===== src/hw/rtl/incpid_pkg.sv =====
// shared types, constants and saturating helpers for the incremental pid unit
`default_nettype none

package incpid_pkg;

  localparam int DATA_W         = 32;
  localparam int FRAC_BITS      = 16;
  localparam int TIME_FRAC_BITS = 24;
  localparam int DT_W           = 24;
  localparam int CFG_IDX_W      = 3;
  localparam int DEADBAND_W     = 31;

  typedef logic signed [DATA_W-1:0] data_t;
  typedef logic [DT_W-1:0]          dt_t;

  localparam data_t DATA_MAX = data_t'({1'b0, {(DATA_W-1){1'b1}}});
  localparam data_t DATA_MIN = data_t'({1'b1, {(DATA_W-1){1'b0}}});

  localparam logic OP_UPDATE = 1'b0;
  localparam logic OP_PRESET = 1'b1;

  typedef enum logic [CFG_IDX_W-1:0] {
    CFG_GAIN_P   = 3'd0,
    CFG_GAIN_I   = 3'd1,
    CFG_GAIN_D   = 3'd2,
    CFG_OUT_LOW  = 3'd3,
    CFG_OUT_HIGH = 3'd4,
    CFG_DEADBAND = 3'd5
  } cfg_index_t;

  typedef enum logic [4:0] {
    ST_IDLE,
    ST_PRESET,
    ST_ERR,
    ST_DBAND,
    ST_FF,
    ST_CMIN,
    ST_CMAX,
    ST_WIN,
    ST_DIFF,
    ST_DBL,
    ST_MUL_P,
    ST_MUL_GI,
    ST_MUL_D,
    ST_MUL_I,
    ST_DIV,
    ST_ADD_I,
    ST_DIV_WAIT,
    ST_CLAMP_ACC,
    ST_OUT_SUM,
    ST_OUT_CLAMP,
    ST_FINISH
  } state_t;

  // a + b or a - b, saturated to the data range
  function automatic data_t sat_add(input data_t a, input data_t b, input logic sub);
    logic [DATA_W:0] ax;
    logic [DATA_W:0] bx;
    logic [DATA_W:0] s;
    ax = {a[DATA_W-1], a};
    bx = {b[DATA_W-1], b};
    s  = sub ? (ax - bx) : (ax + bx);
    if (s[DATA_W] != s[DATA_W-1]) begin
      return s[DATA_W] ? DATA_MIN : DATA_MAX;
    end
    return data_t'(s[DATA_W-1:0]);
  endfunction

  // lower bound first, upper bound last
  function automatic data_t clamp(input data_t x, input data_t lo, input data_t hi);
    data_t r;
    r = x;
    if (r < lo) r = lo;
    if (r > hi) r = hi;
    return r;
  endfunction

endpackage

`default_nettype wire


===== src/hw/rtl/incpid_mulq.sv =====
// shared two-stage fixed-point multiplier with shift, truncation toward zero and saturation
`default_nettype none

module incpid_mulq (
  input  wire logic              clk,
  input  wire incpid_pkg::data_t a,
  input  wire incpid_pkg::data_t b,
  input  wire logic              time_scale,
  output incpid_pkg::data_t      res
);

  localparam int DW     = incpid_pkg::DATA_W;
  localparam int PROD_W = 2 * DW;

  logic [DW-1:0]     mag_a;
  logic [DW-1:0]     mag_b;
  logic [PROD_W-1:0] prod;
  logic              neg;
  logic              tsel;
  logic [PROD_W-1:0] shifted;
  logic              big;
  incpid_pkg::data_t res_next;

  assign mag_a = a[DW-1] ? DW'(-a) : DW'(a);
  assign mag_b = b[DW-1] ? DW'(-b) : DW'(b);

  // stage 1: magnitude product
  always_ff @(posedge clk) begin
    prod <= PROD_W'(mag_a) * PROD_W'(mag_b);
    neg  <= a[DW-1] ^ b[DW-1];
    tsel <= time_scale;
  end

  // stage 2: scale and saturate
  always_comb begin
    shifted = tsel ? (prod >> incpid_pkg::TIME_FRAC_BITS) : (prod >> incpid_pkg::FRAC_BITS);
    big     = |shifted[PROD_W-1:DW-1];
    if (big) begin
      res_next = neg ? incpid_pkg::DATA_MIN : incpid_pkg::DATA_MAX;
    end else if (neg) begin
      res_next = -incpid_pkg::data_t'(shifted[DW-1:0]);
    end else begin
      res_next = incpid_pkg::data_t'(shifted[DW-1:0]);
    end
  end

  always_ff @(posedge clk) begin
    res <= res_next;
  end

endmodule

`default_nettype wire


===== config.mk =====
export PLATFORM = sky130hd
export DESIGN_NAME = incpid_mulq
export DESIGN_NICKNAME = d
export VERILOG_FILES = /design/src/hw/rtl/incpid_pkg.sv /design/src/hw/rtl/incpid_mulq.sv
export SDC_FILE = /design/constraint.sdc
export NUM_CORES = 2
export LEC_CHECK = 0
export BUFFER_PORTS_ARGS = -buffer_cell sky130_fd_sc_hd__buf_2
export CAP_MARGIN = 25
export CORE_MARGIN = 1.5
export CORE_UTILIZATION = 40
export CTS_CLUSTER_DIAMETER = 100
export CTS_CLUSTER_SIZE = 24
export DETAILED_ROUTE_END_ITERATION = 8
export GPL_TIMING_DRIVEN = 0
export PLACE_DENSITY = 0.65
export SYNTH_ARGS = -nofsm -noshare
export SYNTH_HDL_FRONTEND = slang
export SYNTH_SLANG_ARGS = --single-unit

===== constraint.sdc =====
create_clock -name clk -period 17.1 [get_ports clk]
set_input_delay 1.71 -clock clk [delete_from_list [all_inputs] [get_ports clk]]
set_output_delay 1.71 -clock clk [all_outputs]
set_load 0.01 [all_outputs]

==> out/metrics.yaml <==
timing:
  max-slew-margin-rel: 0.113
  timing.final.crit_share: 0.807
  period_minus_slack_ps: 13800
  fin_skew_ps: 8.96
  hold_viol: 0
  fmax_mhz: 72.5
  finalSetupTns_ps: 0
  drv_slew: 0
  hold_ws_ps: 645
  rsz0062_at_grt: "no"
  tightestPinTransition_ps: 1320
  setup_violations: 0
floorplanning:
  ios: 98
  start_util: 0.403
  chipWidth_um: 306
  rows: 111
  die_h_um: 306
  core_um2: 91400
  dieArea_um2: 93900
placed_design:
  io_buffer_count: 93
  place.gp.congestion: 1.05
  place_hpwl_mm: 123
layout:
  final_common_cell: "inv_1"
  multi_input_area_um2: 31100
  seqCellArea_um2: 1640
  fillers: 9232
  nNetsFinal: 5631
  final_cell_mix: "927 x inv_1, 895 x fa_1, 645 x nor2_1, 512 x nand2_1, 263 x ha_1"
  drive_gt1_frac: 0.0512
  synthToLayoutAreaGrowth_pct: 7.78
setup_path:
  worstSetupPathType: "in2reg"
  max_stage_delay_ps: 860
  critPathArrivalTime_ps: 14060
  critPathLaunchType: "input port"
  worstPathRequired_ps: 17360
  crit_top_cell: "fa_1"
  crit_fanout: 10
  cp_slowest_cell: "clkbuf_1"
  crit_path_end_kind: "flop"
routing:
  drc: 0
  drt-initial-drc-count: 2934
  antenna_left: 0
  via_count: 31200
  routedWlPerCell_um: 25.6
  dr.pass1.iters: 6
  viasPerCell: 5.58
  drt_wl_total_mm: 143
logic_synthesis:
  ys_seq_area_frac: 0.0446
  synth_compound_area_frac: 0.0631
  synthXorXnorAreaFrac: 0.0409
  synth_mux_area_frac: 0.0105
  synthSimpleGateAreaFrac: 0.149
  synth_top_family_by_area: "adder cells"
  synth-edff-count: 0
  synth-async-reset-ratio: 0
  netlist_area_um2: 36800
  syn-instance-count: 4264
  synthAdderAreaFrac: 0.576
  avgSynthCellArea_um2: 8.63
  synth_warnings: 0
  ys.flop_type: "dfxtp_1"
  syn-num-nets: 5488
  yosysUniqueCellTypes: 74
  synth_seq_cells: 82
grt:
  first_global_vias: 31600
  grt_overflow: 0
  track_usage: 0.308
  grt_max_degree: 17
  grt_pass1_wl_mm: 209
  antenna_found_initial: 6
run_status:
  status: "finished clean"
clocking:
  htreeDepth: 3
  cts_root_buffer: "clkbuf_16"
  hold_buffers: 0
  cts_buffers: 9
  cts_tree: "yes"
  cts_resized: 0
  cts.path.max_buffers: 2
  clkTransAtPathRegs_ps: 60
  cts_sinks: 82
  clk_latency_ps: 340
  post-cts-setup-buffer-count: 0
worst_hold_path:
  min_path_type: "reg2reg"
run:
  max-cap-violations: 0
synth_stat cells (4+ instances only):
cell type | number | share of area
nor3_1 | 40 | 0.0054
o21bai_1 | 12 | 0.0024
dfxtp_1 | 82 | 0.045
a211oi_1 | 4 | 0.00082
nand3_1 | 24 | 0.0033
and2_1 | 6 | 0.0010
o31ai_1 | 13 | 0.0027
a31oi_1 | 12 | 0.0020
o41ai_1 | 11 | 0.0026
xor2_1 | 79 | 0.019
o211ai_1 | 5 | 0.0010
xnor2_1 | 84 | 0.020
o21a_1 | 10 | 0.0020
clkbuf_1 | 166 | 0.017
nand2_1 | 512 | 0.052
buf_1 | 7 | 0.00071
a2111oi_0 | 5 | 0.0012
or2_2 | 4 | 0.00068
ha_1 | 263 | 0.089
a21oi_1 | 99 | 0.013
nand4_1 | 18 | 0.0031
buf_2 | 20 | 0.0027
nand4b_1 | 4 | 0.00095
nor2_1 | 645 | 0.066
nor2b_1 | 5 | 0.00085
and3_1 | 6 | 0.0010
nor4_1 | 8 | 0.0014
or3_1 | 16 | 0.0027
a21o_1 | 36 | 0.0073
mux2_2 | 6 | 0.0018
inv_1 | 927 | 0.095
fa_1 | 895 | 0.49
nor3b_1 | 8 | 0.0016
or4_1 | 12 | 0.0024
mux2i_1 | 32 | 0.0087
a22oi_1 | 17 | 0.0035
o21ai_0 | 85 | 0.012
nand2b_1 | 19 | 0.0032
a21boi_0 | 5 | 0.0010
per-layer routing:
metal | part of all wire | GRT usage
met1 | 0.37 | 0.397
met2 | 0.42 | 0.457
met3 | 0.12 | 0.0867
met4 | 0.081 | 0.190
met5 | 0 | 0
layout make-up:
class | instances | share of cell area
well taps | 1186 | 0.0374
repair buffers | 132 | 0.0217
clock inverters | 7 | 0.00265
inverters | 927 | 0.0877
diodes | 2 | 0.000126
multi-input cells | 3058 | 0.784
clock buffers | 9 | 0.00568
flip-flops and latches | 82 | 0.0414
plain buffers | 197 | 0.0197
stage by stage:
stage                     setup slack (ps)  utilization  area (um2)  std cells
final                                 3300        0.434       39700       5600
after global routing                  3020        0.434       39700       5599
after CTS                             3060        0.433       39600       5592
after detailed placement              2740        0.430       39300       5576
after global placement                2640        0.424       38800       5543
after floorplan                       5970            -       36800       4264
worst paths after layout:
path / startpoint / end / slack (ps) / depth (start not counted)
worst max-delay path: a[0] / prod[55]$_DFF_P_ / 3300 / 34
worst min-delay path: prod[16]$_DFF_P_ / res[0]$_DFF_P_ / 650 / 2
worst max register to register: tsel$_DFF_P_ / res[28]$_DFF_P_ / 11310 / 16
worst min register to register: prod[16]$_DFF_P_ / res[0]$_DFF_P_ / 650 / 2
flip-flops by register name (all words and copies together) (netlist names):
register  flops
neg           1
prod         48
res          32
tsel          1
cells by family after synthesis:
kind of cell,Yosys count
simple gates,1340
xor+xnor,167
mux,38
compound gates,355
flops,82
fa+ha+maj,1158
buf+inv,1124
critical path, delay by kind of cell:
kind / cells / cell delay (ps)
adder cells (fa/ha/maj): 10 / 4890
buffers and inverters: 7 / 2070
XOR/XNOR: 2 / 910
AO/OA/AOI/OAI: 3 / 1000
AND/OR/NAND/NOR: 12 / 3430
Power is left out: the tool's default activity adds up to more than one toggle a clock period on the data nets, which glitch-free logic cannot reach.
