<file path="config.mk">
export PLATFORM = sky130hd
export DESIGN_NAME = incpid_divq
export DESIGN_NICKNAME = d
export VERILOG_FILES = /design/src/hw/rtl/incpid_pkg.sv /design/src/hw/rtl/incpid_divq.sv
export SDC_FILE = /design/constraint.sdc
export NUM_CORES = 1
export LEC_CHECK = 0
export ABC_AREA = 0
export BUFFER_PORTS_ARGS = -buffer_cell sky130_fd_sc_hd__buf_2
export CAP_MARGIN = 40
export CORE_UTILIZATION = 55
export CTS_CLUSTER_DIAMETER = 40
export CTS_CLUSTER_SIZE = 30
export DETAILED_ROUTE_END_ITERATION = 12
export GPL_TIMING_DRIVEN = 0
export PLACE_DENSITY = 0.81
export SLEW_MARGIN = 20
export SYNTH_ARGS = -nofsm -noshare
export SYNTH_HDL_FRONTEND = slang
export SYNTH_SLANG_ARGS = --single-unit
export TNS_END_PERCENT = 50
</file>
<file path="constraint.sdc">
create_clock -name clk -period 5.6 [get_ports clk]
set_input_delay 0.84 -clock clk [delete_from_list [all_inputs] [get_ports clk]]
set_output_delay 0.84 -clock clk [all_outputs]
set_load 0.01 [all_outputs]
</file>
<file path="src/hw/rtl/incpid_pkg.sv">
// shared types, constants and saturating helpers for the incremental pid unit
`default_nettype none

package incpid_pkg;

  localparam int DATA_W         = 32;
  localparam int FRAC_BITS      = 16;
  localparam int TIME_FRAC_BITS = 24;
  localparam int DT_W           = 24;
  localparam int CFG_IDX_W      = 3;
  localparam int DEADBAND_W     = 31;

  typedef logic signed [DATA_W-1:0] data_t;
  typedef logic [DT_W-1:0]          dt_t;

  localparam data_t DATA_MAX = data_t'({1'b0, {(DATA_W-1){1'b1}}});
  localparam data_t DATA_MIN = data_t'({1'b1, {(DATA_W-1){1'b0}}});

  localparam logic OP_UPDATE = 1'b0;
  localparam logic OP_PRESET = 1'b1;

  typedef enum logic [CFG_IDX_W-1:0] {
    CFG_GAIN_P   = 3'd0,
    CFG_GAIN_I   = 3'd1,
    CFG_GAIN_D   = 3'd2,
    CFG_OUT_LOW  = 3'd3,
    CFG_OUT_HIGH = 3'd4,
    CFG_DEADBAND = 3'd5
  } cfg_index_t;

  typedef enum logic [4:0] {
    ST_IDLE,
    ST_PRESET,
    ST_ERR,
    ST_DBAND,
    ST_FF,
    ST_CMIN,
    ST_CMAX,
    ST_WIN,
    ST_DIFF,
    ST_DBL,
    ST_MUL_P,
    ST_MUL_GI,
    ST_MUL_D,
    ST_MUL_I,
    ST_DIV,
    ST_ADD_I,
    ST_DIV_WAIT,
    ST_CLAMP_ACC,
    ST_OUT_SUM,
    ST_OUT_CLAMP,
    ST_FINISH
  } state_t;

  // a + b or a - b, saturated to the data range
  function automatic data_t sat_add(input data_t a, input data_t b, input logic sub);
    logic [DATA_W:0] ax;
    logic [DATA_W:0] bx;
    logic [DATA_W:0] s;
    ax = {a[DATA_W-1], a};
    bx = {b[DATA_W-1], b};
    s  = sub ? (ax - bx) : (ax + bx);
    if (s[DATA_W] != s[DATA_W-1]) begin
      return s[DATA_W] ? DATA_MIN : DATA_MAX;
    end
    return data_t'(s[DATA_W-1:0]);
  endfunction

  // lower bound first, upper bound last
  function automatic data_t clamp(input data_t x, input data_t lo, input data_t hi);
    data_t r;
    r = x;
    if (r < lo) r = lo;
    if (r > hi) r = hi;
    return r;
  endfunction

endpackage

`default_nettype wire

</file>
<file path="src/hw/rtl/incpid_divq.sv">
// iterative restoring divider, two quotient bits per cycle, for the derivative term
`default_nettype none

module incpid_divq (
  input  wire logic              clk,
  input  wire logic              rst,
  input  wire logic              start,
  input  wire incpid_pkg::data_t dividend,
  input  wire incpid_pkg::dt_t   divisor,
  output logic                   done,
  output incpid_pkg::data_t      quotient
);

  localparam int DW        = incpid_pkg::DATA_W;
  localparam int DTW       = incpid_pkg::DT_W;
  localparam int TFB       = incpid_pkg::TIME_FRAC_BITS;
  localparam int CYCLES    = DW / 2;
  localparam int CNT_W     = $clog2(CYCLES);
  localparam int REM_SHIFT = DW - TFB;
  localparam int OVF_PAD   = DW - 1 - TFB;

  logic             busy;
  logic [CNT_W-1:0] cnt;
  logic [DTW-1:0]   rem;
  logic [DW-1:0]    num;
  logic [DW-1:0]    quo;
  logic             neg;
  logic             ovf;

  logic [DW-1:0]    mag;
  logic             ovf_in;
  logic [DTW:0]     r1;
  logic [DTW:0]     r1s;
  logic [DTW:0]     r2;
  logic [DTW:0]     r2s;
  logic             b1;
  logic             b2;

  assign mag    = dividend[DW-1] ? DW'(-dividend) : DW'(dividend);
  // quotient of mag << TFB reaches the sign bit exactly when mag >= divisor << OVF_PAD
  assign ovf_in = mag >= DW'({1'b0, divisor, {OVF_PAD{1'b0}}});

  always_comb begin
    r1  = {rem, num[DW-1]};
    b1  = r1 >= {1'b0, divisor};
    r1s = b1 ? (r1 - {1'b0, divisor}) : r1;
    r2  = {r1s[DTW-1:0], num[DW-2]};
    b2  = r2 >= {1'b0, divisor};
    r2s = b2 ? (r2 - {1'b0, divisor}) : r2;
  end

  always_ff @(posedge clk) begin
    if (rst) begin
      busy <= 1'b0;
      done <= 1'b0;
      cnt  <= '0;
    end else if (start) begin
      busy <= !ovf_in;
      done <= ovf_in;
      cnt  <= CNT_W'(CYCLES - 1);
    end else if (busy) begin
      cnt <= cnt - 1'b1;
      if (cnt == '0) begin
        busy <= 1'b0;
        done <= 1'b1;
      end
    end
  end

  always_ff @(posedge clk) begin
    if (start) begin
      neg <= dividend[DW-1];
      ovf <= ovf_in;
      rem <= DTW'(mag >> REM_SHIFT);
      num <= DW'(mag << TFB);
      quo <= '0;
    end else if (busy) begin
      rem <= r2s[DTW-1:0];
      num <= num << 2;
      quo <= {quo[DW-3:0], b1, b2};
    end
  end

  always_comb begin
    if (ovf) begin
      quotient = neg ? incpid_pkg::DATA_MIN : incpid_pkg::DATA_MAX;
    end else if (neg) begin
      quotient = -incpid_pkg::data_t'(quo);
    end else begin
      quotient = incpid_pkg::data_t'(quo);
    end
  end

endmodule

`default_nettype wire

</file>
==> impl_metrics.env <==
export IMPL_status="complete, no violations"
export IMPL_fillCellCount=1212
export IMPL_synthXorXnorAreaFrac_pct=7.627
export IMPL_clk_pin_slew_ns=0.06
export IMPL_final_cell_mix="108 x nor2_1, 94 x buf_2, 59 x nand2_1, 59 x a21oi_1, 59 x ha_1"
export IMPL_antenna_found_initial=0
export IMPL_synthMuxAreaShare_pct=7.167
export IMPL_slew_viol_final=0
export IMPL_critPathArrivalTime_ns=5.72
export IMPL_worstRegToRegCells=19
export IMPL_cp_top_family="compound AO/OA/AOI/OAI gates"
export IMPL_regToRegStartpoint="rem[5]"
export IMPL_timing_final_ws_setup_ns=0.05521
export IMPL_relSlewSlack_pct=46.68
export IMPL_row_count=44
export IMPL_cap_violations=0
export IMPL_synth_simple_gate_area_share_pct=21.56
export IMPL_post_dp_cell_area_sq_um=8906
export IMPL_drc=0
export IMPL_synth_area_per_cell_sq_um=8.104
export IMPL_die_h_um=123.8
export IMPL_clk_latency_ns=0.35
export IMPL_numCtsBuffers=9
export IMPL_viasPerCell=6.652
export IMPL_core_area_sq_um=14480
export IMPL_worstPathCellList="buf_2 > inv_2 > ha_4 > or3_4 > a2111o_1 > o32ai_4 > o21a_1 > o21ai_4 > a21o_4 > buf_12 > mux2_1 > ha_4 > and4_1 > a21boi_1 > o31ai_2 > nand4_1 > and3_1 > o31a_1 > o21a_1 > a211o_1 > o221ai_1"
export IMPL_synth_nets=1143
export IMPL_timing_fmax_mhz=180.3
export IMPL_setup_tns_final_ns=0
export IMPL_start_kind="input pin"
export IMPL_reg2reg_to="rem[22]"
export IMPL_pin_count=92
export IMPL_ys_warnings_count=0
export IMPL_synth_top_family_by_area="compound AO/OA/AOI/OAI gates"
export IMPL_die_area_sq_um=15310
export IMPL_async_reset_ff_share_pct=0
export IMPL_dp_cells=1280
export IMPL_synth_edf_count=34
export IMPL_fin_cells=1307
export IMPL_clockRootBuffer="clkbuf_16"
export IMPL_min_period_ns=5.545
export IMPL_synth_area_top_cells="edfxtp_1 13%, ha_1 12%, dfxtp_1 9.3%"
export IMPL_gr_total_overflow=0
export IMPL_wl_per_cell_um=19.57
export IMPL_critPathLaunch="divisor[6]"
export IMPL_utilization_pct=66.26
export IMPL_hold_buffers=0
export IMPL_pre_cts_slack_ns=-1.109
export IMPL_fin_total_pwr_mw=6.505
export IMPL_irDropWorstVdd_v=0.0003349
export IMPL_hold_path_startpoint="quo[31]"
export IMPL_n_antenna_cell=0
export IMPL_ant_nets=0
export IMPL_synth_seq_cells=72
export IMPL_worst_pin_slew_ns=0.7998
export IMPL_syn2layout_area_growth_pct=17.68
export IMPL_synth_compound_area_share_pct=24.25
export IMPL_clock_sinks=72
export IMPL_rrSetupSlack_ns=0.20
export IMPL_grt_pass1_vias=7655
export IMPL_vias=8694
export IMPL_yosysTopAreaCellShare_pct=12.52
export IMPL_cpMaxStageDelayCell="or3_4"
export IMPL_drt_iter0_drc=1112
export IMPL_endpoint_kind="flop"
export IMPL_gp_congestion=0.9695
export IMPL_crit_cells=21
export IMPL_initial_core_util_pct=56.31
export IMPL_first_pass_iters=6
export IMPL_cellPowerDensity_nw_per_um2=678.0
export IMPL_fin_hold_ws_ns=0.5359
export IMPL_dp_hpwl_mm=18.92
export IMPL_hold_path_class="reg2reg"
export IMPL_finalNetCount=1255
export IMPL_hold_viol_final=0
export IMPL_cts_htree_levels=3
export IMPL_critical_path_class="in2reg"
export IMPL_synthAdderAreaFrac_pct=12.15
export IMPL_worstPathRequired_ns=5.78
export IMPL_synth_main_ff_cell="dfxtp_1"
export IMPL_syn_area_sq_um=8153
export IMPL_port_buffers=90
export IMPL_yosysSeqAreaShare_pct=21.85
export IMPL_worst_path_largest_cell_delay_ns=0.41
export IMPL_grtUsageTotal_pct=32.84
export IMPL_syn_inst=1006
export IMPL_cts_tree="built"
export IMPL_grt_pass1_wl_mm=38.91
export IMPL_drive_gt1_share_pct=18.34
export IMPL_fin_skew_ns=0.01332
export IMPL_wirelength_mm=25.58
export IMPL_critPathBufInv=3
export IMPL_synth_top_area_cell="edfxtp_1"
export IMPL_worstSetupEndpoint="rem[22]"
export IMPL_ys_types=86
export IMPL_period_share_pct=99.01
export IMPL_layout_cells_most_common="nor2_1"
export IMPL_cp_max_fo=10
export IMPL_fin_area_sq_um=9594
export IMPL_dieWidth_um=123.8
export IMPL_report_final_setup_viol=0
export IMPL_grt_max_degree=33
export IMPL_cts_buffer_depth=2
export IMPL_leakage_nw=4.006
## power breakdown
group,internal [mW],total (mW),switching [mW]
sequential,0.739,0.816,0.0774
combinational,2.22,5.07,2.85
clock,0.373,0.621,0.248
## tightest hold or removal path, stage by stage, from the launching register on
cell and delay (ns):
dfxtp_1 0.35, mux2i_1 0.08, nor2_1 0.07
## logic make-up (layout without fill, tap and decap cells)
kind of cell | Yosys count | in the layout
muxes | 55 | 55
adders and majority gates | 78 | 78
DFF | 72 | 72
and+or+nand+nor | 336 | 336
AOI/OAI and AO/OA | 285 | 285
xor gates and xnor gates | 71 | 71
buffers and inverters | 109 | 226
## worst min-delay path by stage
stage               cells after the start  endpoint  slack, ns
global placement                        2   quo[31]       0.50
global route                            2   quo[31]       0.56
CTS                                     2   quo[31]       0.53
detailed placement                      2   quo[31]       0.52
floorplan                               2   quo[31]       0.48
finish                                  2   quo[31]       0.54
## synth_stat cells, types with 18 or more instances
master    count
a21o_1       21
a21oi_1      60
clkbuf_1     37
dfxtp_1      38
edfxtp_1     34
ha_1         76
inv_1        53
mux2i_1      34
nand2_1      60
nand3_1      18
nand4_1      24
nor2_1      108
nor3_1       25
o21ai_0      44
xnor2_1      54
## flip-flops by register name (all words and copies together), names as in the netlist
signal / flops
neg: 1
ovf: 1
quo: 32
num: 8
busy: 1
cnt: 4
done: 1
rem: 24
## layout make-up
type | instances | area [sq um] | area share [%]
multi-input combinational | 825 | 6226 | 64.89
sequential | 72 | 1782 | 18.57
timing repair buffer | 108 | 605.6 | 6.312
clock buffer | 10 | 250.2 | 2.608
buffer | 48 | 232.7 | 2.426
tap | 184 | 230.2 | 2.400
inverter | 54 | 202.7 | 2.113
clock inverter | 6 | 65.06 | 0.6781
## what timing repair did
item,in CTS,in global routing
cloned,0,1
buffers inserted,7,9
pin swaps,7,17
endpoints found under the setup margin,25,25
gates resized for setup,27,34
## routing by layer
| metal | up-vias | routed length [um] | GRT usage [%] |
|---|---|---|---|
| li1 | 4018 | - | - |
| met1 | 4057 | 10640 | 44.63 |
| met2 | 509 | 11260 | 50.31 |
| met3 | 110 | 2609 | 5.998 |
| met4 | 0 | 1064 | 14.91 |
| met5 | - | 0 | 0 |
No activity file was read; power rests on OpenSTA's default activity.
